File: config.mk
export PLATFORM = sky130hd
export DESIGN_NAME = gui_clip_stack_command_processor_unit
export DESIGN_NICKNAME = d
export VERILOG_FILES = /design/src/hdl/gcs_pkg.sv /design/src/hdl/gui_clip_stack_command_processor_unit.sv /design/src/hdl/gcs_ctrl.sv /design/src/hdl/gcs_datapath.sv
export SDC_FILE = /design/constraint.sdc
export NUM_CORES = 2
export LEC_CHECK = 0
export BUFFER_PORTS_ARGS = -buffer_cell sky130_fd_sc_hd__clkbuf_2
export CORE_MARGIN = 8
export CORE_UTILIZATION = 60
export DETAILED_ROUTE_END_ITERATION = 10
export GPL_ROUTABILITY_DRIVEN = 1
export PLACE_DENSITY = 0.78
export SYNTH_ARGS = -nofsm -noshare
export SYNTH_HDL_FRONTEND = slang
export SYNTH_SLANG_ARGS = --single-unit
File: constraint.sdc
create_clock -name i_clk -period 11.71 [get_ports i_clk]
set_clock_uncertainty 0.15 [all_clocks]
set_input_delay 0.5855 -clock i_clk [delete_from_list [all_inputs] [get_ports i_clk]]
set_output_delay 0.5855 -clock i_clk [all_outputs]
set_load 0.005 [all_outputs]
File: src/hdl/gcs_pkg.sv
// Shared types and codes of the clip stack command processor.
// No dependencies; used by the controller, the datapath, the top level and the checker.
package gcs_pkg;

    // Command opcodes
    localparam logic [2:0] OP_BEGIN  = 3'd0;
    localparam logic [2:0] OP_PUSH   = 3'd1;
    localparam logic [2:0] OP_POP    = 3'd2;
    localparam logic [2:0] OP_FILL   = 3'd3;
    localparam logic [2:0] OP_STROKE = 3'd4;

    // Result kinds
    localparam logic [1:0] KIND_QUAD    = 2'd0;
    localparam logic [1:0] KIND_SET     = 2'd1;
    localparam logic [1:0] KIND_DISABLE = 2'd2;
    localparam logic [1:0] KIND_ERROR   = 2'd3;

    // Result status
    localparam logic [1:0] STAT_OK        = 2'd0;
    localparam logic [1:0] STAT_OVERFLOW  = 2'd1;
    localparam logic [1:0] STAT_UNDERFLOW = 2'd2;

    // Configuration register indexes
    localparam logic CFG_FRAME_W = 1'b0;
    localparam logic CFG_FRAME_H = 1'b1;

    localparam int unsigned CFG_W   = 14;

    localparam logic [1:0] STROKE_LAST_BEAT = 2'd3;

    typedef struct packed {
        logic signed [15:0] min_x;
        logic signed [15:0] min_y;
        logic signed [15:0] max_x;
        logic signed [15:0] max_y;
    } t_rect;

    // Controller to datapath commands
    typedef struct packed {
        logic       capture;
        logic       rd_en;
        logic       clip_en;
        logic       emit;
        logic       last;
        logic [1:0] beat;
        logic [2:0] op;
    } t_dp_ctl;

    // Datapath to controller status
    typedef struct packed {
        logic full;
        logic empty;
        logic one;
    } t_dp_sts;

endpackage

File: src/hdl/gui_clip_stack_command_processor_unit.sv
// Top level of the clip stack command processor: sequencer plus datapath.
// Depends on gcs_pkg, gcs_ctrl and gcs_datapath.
//
// Usage:
//   Commands: drive the command fields and raise start; a command is taken at
//   a rising edge where start is high and busy is low. busy stays high while
//   the command is worked on and drops in the cycle its last result shows.
//   Results: each result beat is on the o_ ports for one cycle with o_valid
//   high; o_last marks the final beat of a command. The receiver cannot stall.
//   Configuration: i_cfg_we, i_cfg_idx (0 width, 1 height), i_cfg_data; write
//   only while busy is low and no result is still due.
// States passed after the accept edge, before the result register shows a beat:
//   begin frame, filled rect, rejected push/pop, pop to empty: S_EMIT only
//   pop with a scissor to restore: S_FETCH (one stack memory read), S_EMIT
//   push: S_FETCH (stack read), S_CLIP (intersect), S_EMIT (scissor arithmetic)
//   stroked rect: S_EMIT, one edge quad per cycle: top, bottom, left, right
//   opcodes 5..7: taken and dropped, busy never rises.
// The next command can be taken in the cycle the last beat shows.
// Reset: stack empty, scissor state gone, frame 1920x1080, no beat pending.
module gui_clip_stack_command_processor_unit #(
    parameter int STACK_DEPTH = 16
) (
    input  logic                      i_clk,
    input  logic                      i_rst_n,
    input  logic                      start,
    output logic                      busy,
    input  logic                      i_cfg_we,
    input  logic                      i_cfg_idx,
    input  logic [gcs_pkg::CFG_W-1:0] i_cfg_data,
    input  logic [2:0]                i_opcode,
    input  logic signed [15:0]        i_min_x,
    input  logic signed [15:0]        i_min_y,
    input  logic signed [15:0]        i_max_x,
    input  logic signed [15:0]        i_max_y,
    input  logic [31:0]               i_color,
    input  logic [7:0]                i_thick_top,
    input  logic [7:0]                i_thick_bottom,
    input  logic [7:0]                i_thick_left,
    input  logic [7:0]                i_thick_right,
    output logic                      o_valid,
    output logic [1:0]                o_kind,
    output logic signed [15:0]        o_out_a,
    output logic signed [15:0]        o_out_b,
    output logic signed [15:0]        o_out_c,
    output logic signed [15:0]        o_out_d,
    output logic [31:0]               o_out_color,
    output logic [1:0]                o_status,
    output logic                      o_last
);

    gcs_pkg::t_dp_ctl ctl;
    gcs_pkg::t_dp_sts sts;

    // Sequencer: decides per opcode which datapath steps run and how many beats go out
    gcs_ctrl u_ctrl (
        .i_clk    (i_clk),
        .i_rst_n  (i_rst_n),
        .start    (start),
        .i_opcode (i_opcode),
        .i_sts    (sts),
        .busy     (busy),
        .o_ctl    (ctl)
    );

    // Datapath: stack memory, clipping, scissor and edge arithmetic, result register
    gcs_datapath #(
        .STACK_DEPTH (STACK_DEPTH)
    ) u_dp (
        .i_clk          (i_clk),
        .i_rst_n        (i_rst_n),
        .i_ctl          (ctl),
        .o_sts          (sts),
        .i_cfg_we       (i_cfg_we),
        .i_cfg_idx      (i_cfg_idx),
        .i_cfg_data     (i_cfg_data),
        .i_min_x        (i_min_x),
        .i_min_y        (i_min_y),
        .i_max_x        (i_max_x),
        .i_max_y        (i_max_y),
        .i_color        (i_color),
        .i_thick_top    (i_thick_top),
        .i_thick_bottom (i_thick_bottom),
        .i_thick_left   (i_thick_left),
        .i_thick_right  (i_thick_right),
        .o_valid        (o_valid),
        .o_kind         (o_kind),
        .o_out_a        (o_out_a),
        .o_out_b        (o_out_b),
        .o_out_c        (o_out_c),
        .o_out_d        (o_out_d),
        .o_out_color    (o_out_color),
        .o_status       (o_status),
        .o_last         (o_last)
    );

endmodule

File: src/hdl/gcs_ctrl.sv
// Command sequencer of the clip stack command processor.
// Depends on gcs_pkg for opcodes and the controller/datapath structs.
module gcs_ctrl (
    input  logic             i_clk,
    input  logic             i_rst_n,
    input  logic             start,
    input  logic [2:0]       i_opcode,
    input  gcs_pkg::t_dp_sts i_sts,
    output logic             busy,
    output gcs_pkg::t_dp_ctl o_ctl
);

    typedef enum logic [3:0] {
        S_IDLE  = 4'b0001,
        S_FETCH = 4'b0010,
        S_CLIP  = 4'b0100,
        S_EMIT  = 4'b1000
    } t_state;

    t_state     r_state, n_state;
    logic [2:0] r_op, n_op;
    logic [1:0] r_beat, n_beat;
    logic       emit_last;

    assign busy      = (r_state != S_IDLE);
    assign emit_last = (r_op != gcs_pkg::OP_STROKE) || (r_beat == gcs_pkg::STROKE_LAST_BEAT);

    always_comb begin
        n_state = r_state;
        n_op    = r_op;
        n_beat  = r_beat;
        o_ctl   = '0;
        o_ctl.op   = r_op;
        o_ctl.beat = r_beat;
        case (r_state)
            S_IDLE: begin
                n_beat = 2'd0;
                if (start) begin
                    o_ctl.capture = 1'b1;
                    n_op          = i_opcode;
                    case (i_opcode)
                        gcs_pkg::OP_BEGIN,
                        gcs_pkg::OP_FILL,
                        gcs_pkg::OP_STROKE: n_state = S_EMIT;
                        gcs_pkg::OP_PUSH:   n_state = i_sts.full ? S_EMIT : S_FETCH;
                        gcs_pkg::OP_POP:    n_state = (i_sts.empty || i_sts.one) ? S_EMIT
                                                                                 : S_FETCH;
                        default:            n_state = S_IDLE;
                    endcase
                end
            end
            S_FETCH: begin
                o_ctl.rd_en = 1'b1;
                n_state     = (r_op == gcs_pkg::OP_PUSH) ? S_CLIP : S_EMIT;
            end
            S_CLIP: begin
                o_ctl.clip_en = 1'b1;
                n_state       = S_EMIT;
            end
            S_EMIT: begin
                o_ctl.emit = 1'b1;
                o_ctl.last = emit_last;
                if (emit_last) begin
                    n_state = S_IDLE;
                end else begin
                    n_beat = r_beat + 2'd1;
                end
            end
            default: n_state = S_IDLE;
        endcase
    end

    always_ff @(posedge i_clk) begin
        if (!i_rst_n) begin
            r_state <= S_IDLE;
            r_op    <= gcs_pkg::OP_BEGIN;
            r_beat  <= 2'd0;
        end else begin
            r_state <= n_state;
            r_op    <= n_op;
            r_beat  <= n_beat;
        end
    end

endmodule

File: src/hdl/gcs_datapath.sv
// Datapath of the clip stack command processor: frame registers, clip stack memory,
// clipping and quad arithmetic, result register. Depends on gcs_pkg.
module gcs_datapath #(
    parameter int STACK_DEPTH = 16
) (
    input  logic                         i_clk,
    input  logic                         i_rst_n,
    input  gcs_pkg::t_dp_ctl             i_ctl,
    output gcs_pkg::t_dp_sts             o_sts,
    input  logic                         i_cfg_we,
    input  logic                         i_cfg_idx,
    input  logic [gcs_pkg::CFG_W-1:0]    i_cfg_data,
    input  logic signed [15:0]           i_min_x,
    input  logic signed [15:0]           i_min_y,
    input  logic signed [15:0]           i_max_x,
    input  logic signed [15:0]           i_max_y,
    input  logic [31:0]                  i_color,
    input  logic [7:0]                   i_thick_top,
    input  logic [7:0]                   i_thick_bottom,
    input  logic [7:0]                   i_thick_left,
    input  logic [7:0]                   i_thick_right,
    output logic                         o_valid,
    output logic [1:0]                   o_kind,
    output logic signed [15:0]           o_out_a,
    output logic signed [15:0]           o_out_b,
    output logic signed [15:0]           o_out_c,
    output logic signed [15:0]           o_out_d,
    output logic [31:0]                  o_out_color,
    output logic [1:0]                   o_status,
    output logic                         o_last
);

    localparam int DW = $clog2(STACK_DEPTH + 1);
    localparam int AW = (STACK_DEPTH > 1) ? $clog2(STACK_DEPTH) : 1;

    gcs_pkg::t_rect mem [STACK_DEPTH];

    logic [gcs_pkg::CFG_W-1:0] r_fw, r_fh;
    logic [DW-1:0]             r_depth, n_depth;

    // Latched command
    logic signed [15:0] r_x0, r_y0, r_x1, r_y1;
    logic [31:0]        r_color;
    logic [7:0]         r_tt, r_tb, r_tl, r_tr;

    gcs_pkg::t_rect r_pre, n_pre;
    gcs_pkg::t_rect r_clip, n_clip;
    gcs_pkg::t_rect r_rd;

    logic [DW-1:0] rd_ptr;
    logic          mem_we;

    // Result register
    logic               r_valid, r_last;
    logic [1:0]         r_kind, n_kind;
    logic signed [15:0] r_a, r_b, r_c, r_d, n_a, n_b, n_c, n_d;
    logic [31:0]        r_ocolor, n_ocolor;
    logic [1:0]         r_status, n_status;

    // Scissor and stroke arithmetic
    gcs_pkg::t_rect     sc;
    logic signed [15:0] sc_b, sc_c, sc_d;
    logic signed [16:0] top_sum, bot_dif, lft_sum, rgt_dif;
    logic signed [15:0] top_d, bot_b, lft_c, rgt_a;
    logic signed [15:0] t_x0, t_y0, t_x1, t_y1;

    assign o_sts.full  = (r_depth == DW'(STACK_DEPTH));
    assign o_sts.empty = (r_depth == '0);
    assign o_sts.one   = (r_depth == DW'(1));

    // Frame registers
    always_ff @(posedge i_clk) begin
        if (!i_rst_n) begin
            r_fw <= gcs_pkg::CFG_W'(1920);
            r_fh <= gcs_pkg::CFG_W'(1080);
        end else if (i_cfg_we) begin
            case (i_cfg_idx)
                gcs_pkg::CFG_FRAME_W: r_fw <= i_cfg_data;
                gcs_pkg::CFG_FRAME_H: r_fh <= i_cfg_data;
                default: ;
            endcase
        end
    end

    // Clip against the framebuffer while taking the command
    always_comb begin
        n_pre.min_x = (i_min_x < 16'sd0) ? 16'sd0 : i_min_x;
        n_pre.min_y = (i_min_y < 16'sd0) ? 16'sd0 : i_min_y;
        n_pre.max_x = ($signed({i_max_x[15], i_max_x}) < $signed({3'b000, r_fw}))
                      ? i_max_x : $signed({2'b00, r_fw});
        n_pre.max_y = ($signed({i_max_y[15], i_max_y}) < $signed({3'b000, r_fh}))
                      ? i_max_y : $signed({2'b00, r_fh});
    end

    always_ff @(posedge i_clk) begin
        if (i_ctl.capture) begin
            r_x0    <= i_min_x;
            r_y0    <= i_min_y;
            r_x1    <= i_max_x;
            r_y1    <= i_max_y;
            r_color <= i_color;
            r_tt    <= i_thick_top;
            r_tb    <= i_thick_bottom;
            r_tl    <= i_thick_left;
            r_tr    <= i_thick_right;
            r_pre   <= n_pre;
        end
    end

    // Push reads the current top, pop reads the one below it
    assign rd_ptr = (i_ctl.op == gcs_pkg::OP_PUSH) ? (r_depth - DW'(1)) : (r_depth - DW'(2));

    always_ff @(posedge i_clk) begin
        if (i_ctl.rd_en) begin
            r_rd <= mem[rd_ptr[AW-1:0]];
        end
        if (mem_we) begin
            mem[r_depth[AW-1:0]] <= r_clip;
        end
    end

    // Intersect with the stack top, then keep max not below min
    always_comb begin
        t_x0 = (!o_sts.empty && (r_rd.min_x > r_pre.min_x)) ? r_rd.min_x : r_pre.min_x;
        t_y0 = (!o_sts.empty && (r_rd.min_y > r_pre.min_y)) ? r_rd.min_y : r_pre.min_y;
        t_x1 = (!o_sts.empty && (r_rd.max_x < r_pre.max_x)) ? r_rd.max_x : r_pre.max_x;
        t_y1 = (!o_sts.empty && (r_rd.max_y < r_pre.max_y)) ? r_rd.max_y : r_pre.max_y;
        n_clip.min_x = t_x0;
        n_clip.min_y = t_y0;
        n_clip.max_x = (t_x1 < t_x0) ? t_x0 : t_x1;
        n_clip.max_y = (t_y1 < t_y0) ? t_y0 : t_y1;
    end

    always_ff @(posedge i_clk) begin
        if (i_ctl.clip_en) begin
            r_clip <= n_clip;
        end
    end

    // Scissor from a stored rectangle; y counts from the frame bottom
    assign sc   = (i_ctl.op == gcs_pkg::OP_PUSH) ? r_clip : r_rd;
    assign sc_b = $signed({2'b00, r_fh}) - sc.max_y;
    assign sc_c = sc.max_x - sc.min_x;
    assign sc_d = sc.max_y - sc.min_y;

    // Stroke edges
    assign top_sum = $signed({r_y0[15], r_y0}) + $signed({9'b0, r_tt});
    assign bot_dif = $signed({r_y1[15], r_y1}) - $signed({9'b0, r_tb});
    assign lft_sum = $signed({r_x0[15], r_x0}) + $signed({9'b0, r_tl});
    assign rgt_dif = $signed({r_x1[15], r_x1}) - $signed({9'b0, r_tr});
    assign top_d = (top_sum < $signed({r_y1[15], r_y1})) ? top_sum[15:0] : r_y1;
    assign bot_b = (bot_dif > $signed({r_y0[15], r_y0})) ? bot_dif[15:0] : r_y0;
    assign lft_c = (lft_sum < $signed({r_x1[15], r_x1})) ? lft_sum[15:0] : r_x1;
    assign rgt_a = (rgt_dif > $signed({r_x0[15], r_x0})) ? rgt_dif[15:0] : r_x0;

    always_comb begin
        n_kind   = gcs_pkg::KIND_ERROR;
        n_a      = '0;
        n_b      = '0;
        n_c      = '0;
        n_d      = '0;
        n_ocolor = '0;
        n_status = gcs_pkg::STAT_OK;
        n_depth  = r_depth;
        mem_we   = 1'b0;
        if (i_ctl.emit) begin
            case (i_ctl.op)
                gcs_pkg::OP_BEGIN: begin
                    n_kind  = gcs_pkg::KIND_DISABLE;
                    n_depth = '0;
                end
                gcs_pkg::OP_PUSH: begin
                    if (o_sts.full) begin
                        n_status = gcs_pkg::STAT_OVERFLOW;
                    end else begin
                        n_kind  = gcs_pkg::KIND_SET;
                        n_a     = sc.min_x;
                        n_b     = sc_b;
                        n_c     = sc_c;
                        n_d     = sc_d;
                        mem_we  = 1'b1;
                        n_depth = r_depth + DW'(1);
                    end
                end
                gcs_pkg::OP_POP: begin
                    if (o_sts.empty) begin
                        n_status = gcs_pkg::STAT_UNDERFLOW;
                    end else begin
                        n_depth = r_depth - DW'(1);
                        if (o_sts.one) begin
                            n_kind = gcs_pkg::KIND_DISABLE;
                        end else begin
                            n_kind = gcs_pkg::KIND_SET;
                            n_a    = sc.min_x;
                            n_b    = sc_b;
                            n_c    = sc_c;
                            n_d    = sc_d;
                        end
                    end
                end
                gcs_pkg::OP_FILL: begin
                    n_kind   = gcs_pkg::KIND_QUAD;
                    n_a      = r_x0;
                    n_b      = r_y0;
                    n_c      = r_x1;
                    n_d      = r_y1;
                    n_ocolor = r_color;
                end
                gcs_pkg::OP_STROKE: begin
                    n_kind   = gcs_pkg::KIND_QUAD;
                    n_a      = r_x0;
                    n_b      = r_y0;
                    n_c      = r_x1;
                    n_d      = r_y1;
                    n_ocolor = r_color;
                    case (i_ctl.beat)
                        2'd0:    n_d = top_d;
                        2'd1:    n_b = bot_b;
                        2'd2:    n_c = lft_c;
                        default: n_a = rgt_a;
                    endcase
                end
                default: ;
            endcase
        end
    end

    always_ff @(posedge i_clk) begin
        if (!i_rst_n) begin
            r_depth <= '0;
            r_valid <= 1'b0;
            r_last  <= 1'b0;
        end else begin
            r_depth <= n_depth;
            r_valid <= i_ctl.emit;
            r_last  <= i_ctl.last;
        end
    end

    always_ff @(posedge i_clk) begin
        r_kind   <= n_kind;
        r_a      <= n_a;
        r_b      <= n_b;
        r_c      <= n_c;
        r_d      <= n_d;
        r_ocolor <= n_ocolor;
        r_status <= n_status;
    end

    assign o_valid     = r_valid;
    assign o_last      = r_last;
    assign o_kind      = r_kind;
    assign o_out_a     = r_a;
    assign o_out_b     = r_b;
    assign o_out_c     = r_c;
    assign o_out_d     = r_d;
    assign o_out_color = r_ocolor;
    assign o_status    = r_status;

endmodule

==> impl_results.md <==
* Startpoint types: flop
* Gr usage total at between 30% and 40%
* Hold slack at between 0.05 and 0.06 ns
* Mux share of post-synthesis cell area at 13.95%
* Drt total wl at 186100 µm
* TritonRoute pass-1 iters at 7
* Hold Buf Count CTS at 131
* Pin count of the biggest net entering global routing at 141
* RD Place Congestion at 0.9808
* Worst-path maximum fanout at 16
* PortBufs at roughly 250
* Fmax at 165.2 MHz
* Most common cell after layout, fill and taps aside: edfxtp_1
* Vias per inst at 6.632
* LEAKAGE at 26.78 nW
* First DRT Iteration DRCs at 5011
* Area grow syn2layout at 14.33%
* Post-placement cell count at 5582
* Ports at 253
* VDD IR-drop max at 0.1557 mV
* Area contributors post-synth: edfxtp_1, mux4_2, ha_1, dfxtp_1, inv_1
* DRC at 0
* Die Y-Extent at 345.9 µm
* CTS Buffer Depth at 3
* Async set-reset flop share out of synthesis at 0%
* Post-Route Setup TNS at 0 ns
* DP HPWL at about 120000 µm
* Placed Area at 0.06844 mm²
* Design Area, Final at 0.07465 mm²
* RSZ-0062 raised after global routing: false
* Worst min-delay path class: primary input to flop
* Worst Setup EP: u_dp.r_clip[19]
* Vias in the first global route at ~39000
* Reg2reg path depth at 14
* Sequential fraction of the synthesis area at 66.23%
* Reg2reg end: u_dp.r_clip[19]
* CTS tree: yes
* Critical Path Max Stage Delay at between 0.9 and 1 ns
* Worst Max-Slew Pin Slew at about 1.3 ns
* Final net count at 4880
* PostCTS Resize Cnt at 0
* Synth Instances at roughly 4000
* ANT nets after route at 0
* R2R Path Start: u_dp.r_rd[53]
* Cell mode on critical path: ha_1
* Starting Density at between 60 and 70%
* CTS buffer count at 148
* Post-CTS Setup Bufs at 0
* Post-synthesis simple-gate area fraction at ~5%
* Clk Latency, worst-skew pair at 0.76 ns
* Synthesized-area fraction occupied by adder cells at 5.465%
* Layout cells sized above 1 at around 22%
* Max-cap violations at 0
* Complex-gate fraction of the synthesized area at under 10%
* Critical Path Start: u_dp.r_rd[53]
* Util after Layout at about 70%
* Final worst path period need at 6.054 ns
* Area leader, netlist: edfxtp_1
* Worst setup EP type: flop
* FF+latch count, synth at 1488
* Clock tree root driver cell: clkbuf_16
* Area of the core at 0.1084 mm²
* Die width at ~350 µm
* Final Cycle Share at between 50 and 60%
* Cell Chain, Critical Path: ha_1, a211oi_2, o21ai_1, a2111oi_4, nor3_1, a211oi_4, mux2i_1, ha_1, nand4_1, or2_2, o41ai_1, o31ai_2, mux2i_2, mux2_2
* Hold path startpoint: i_cfg_data[12]
* Total number of yosys warnings at 0
* Synth Flop Type: edfxtp_1
* Status: complete, no violations
* Worst-path clk slew at ~0.060 ns
* Power Density at 159.4 mW/mm²
* Vias at 39700
* Routed wire per std cell at 31.08 µm
* CP max stage cell: a211oi_4
* # rows at between 100 and 150
* First-pass GRT wire length at 268100 µm
* Setup slack, reg-to-reg at approximately 5.7 ns
* Main combinational cell family by area after synthesis: multiplexers
* Slew Limit Fails at 0
* GRT Residual Overflow at 0
* Mapped Area at 0.06529 mm²
* Req. time, crit path at around 12 ns
* Most frequent cells in the layout: edfxtp_1, mux4_2, ha_1
* WP data arrival at 6.41 ns
* Avg Inst Size Synth at roughly 16 µm²
* Setup-failing EPs final at 0
* Netlist cell types at 80
* Die Area at 0.1196 mm²
* Number of synthesized flops with an enable pin at 1344
* Critical setup path kind: flop to flop
* Post-synth top area share at between 60% and 70%
* Post-Synth XOR/XNOR Area at under 10%
* Fin. Hold Viols at 0
* Slew margin rel. at 15.00%
* Initial antenna violation count at 12
* CTS sink cnt at 1488
* Finished Layout Cells at about 6000
* CTS H-tree lvls at 4
[Yosys cell counts (46+ instances only)]
master	count
xnor2_1	72
ha_1	274
mux4_2	320
nor2_1	191
edfxtp_1	1344
nand2_1	189
a21oi_1	129
mux2i_1	93
dfxtp_1	144
o22ai_1	53
and2_1	46
nor2b_1	55
inv_1	269
mux2_2	70
o21ai_0	92
clkbuf_1	123
[final cells by class]
cell class              instances  area, µm²
well taps                    1414       1769
flip-flops and latches       1488      43240
multi-input cells            2101      20680
clock inverters                88      937.1
clock buffers                 179       3943
inverters                     270       1023
repair buffers                440       3038
diodes                          6      15.01
fillers                      6849      33750
[report_power, final]
group / internal, W / switching (W) / total [W]
sequential: 0.00583 / 0.0000857 / 0.00592
clock: 0.00270 / 0.00207 / 0.00476
combinational: 0.000517 / 0.000701 / 0.00122
[critical path: cells and delay by family, from the launching register on]
kind | cells | cell delay, ns
AO/OA/AOI/OAI | 6 | 2.26
adder cells (fa/ha/maj) | 2 | 0.79
flip-flops | 1 | 0.42
AND/OR/NAND/NOR | 3 | 0.52
multiplexers | 3 | 1.65
[kinds of logic (layout without fill, tap and decap cells)]
logic type,after synthesis,count (layout)
xor+xnor,92,92
other cells,1,8
compound gates,557,557
fa+ha+maj,281,281
flops,1488,1488
mux,495,495
simple gates,674,674
buf+inv,419,977
[state kept, by name, indices dropped and copies added, names as in the netlist, 32 cells and up]
signal and flops:
u_dp.r_pre 64, u_dp.r_clip 64, u_dp.o_out_color 32, u_dp.r_color 32, u_dp.r_rd 64, u_dp.mem 1024
[per-stage QoR]
stage                     total power, W  setup WS [ns]
after global placement          0.007159          5.867
after floorplan                 0.006816          3.515
after global routing             0.01224          5.368
after detailed placement        0.007172          5.757
final                            0.01190          5.656
after CTS                        0.01192          5.728
[layer usage]
metal | track usage [%] | wire, µm | share of wire, % | up-vias
li1 | - | - | - | 16580
met2 | 49.22 | 87860 | 47 | 2624
met3 | 7.225 | 20310 | 11 | 449
met1 | 40.64 | 69950 | 38 | 20050
met4 | 11.29 | 7886 | 4.2 | 6
met5 | 0 | 35 | 0.019 | -
[worst min path at each step]
stage                               end  depth (start not counted)
global route               u_dp.r_fw[1]                          3
floorplan           u_dp.o_out_color[0]                          1
global placement    u_dp.o_out_color[3]                          1
detailed placement  u_dp.o_out_color[3]                          1
CTS                        u_dp.r_fw[7]                          3
finish                    u_dp.r_fh[12]                          3
Power figures use the tool's default switching activity.
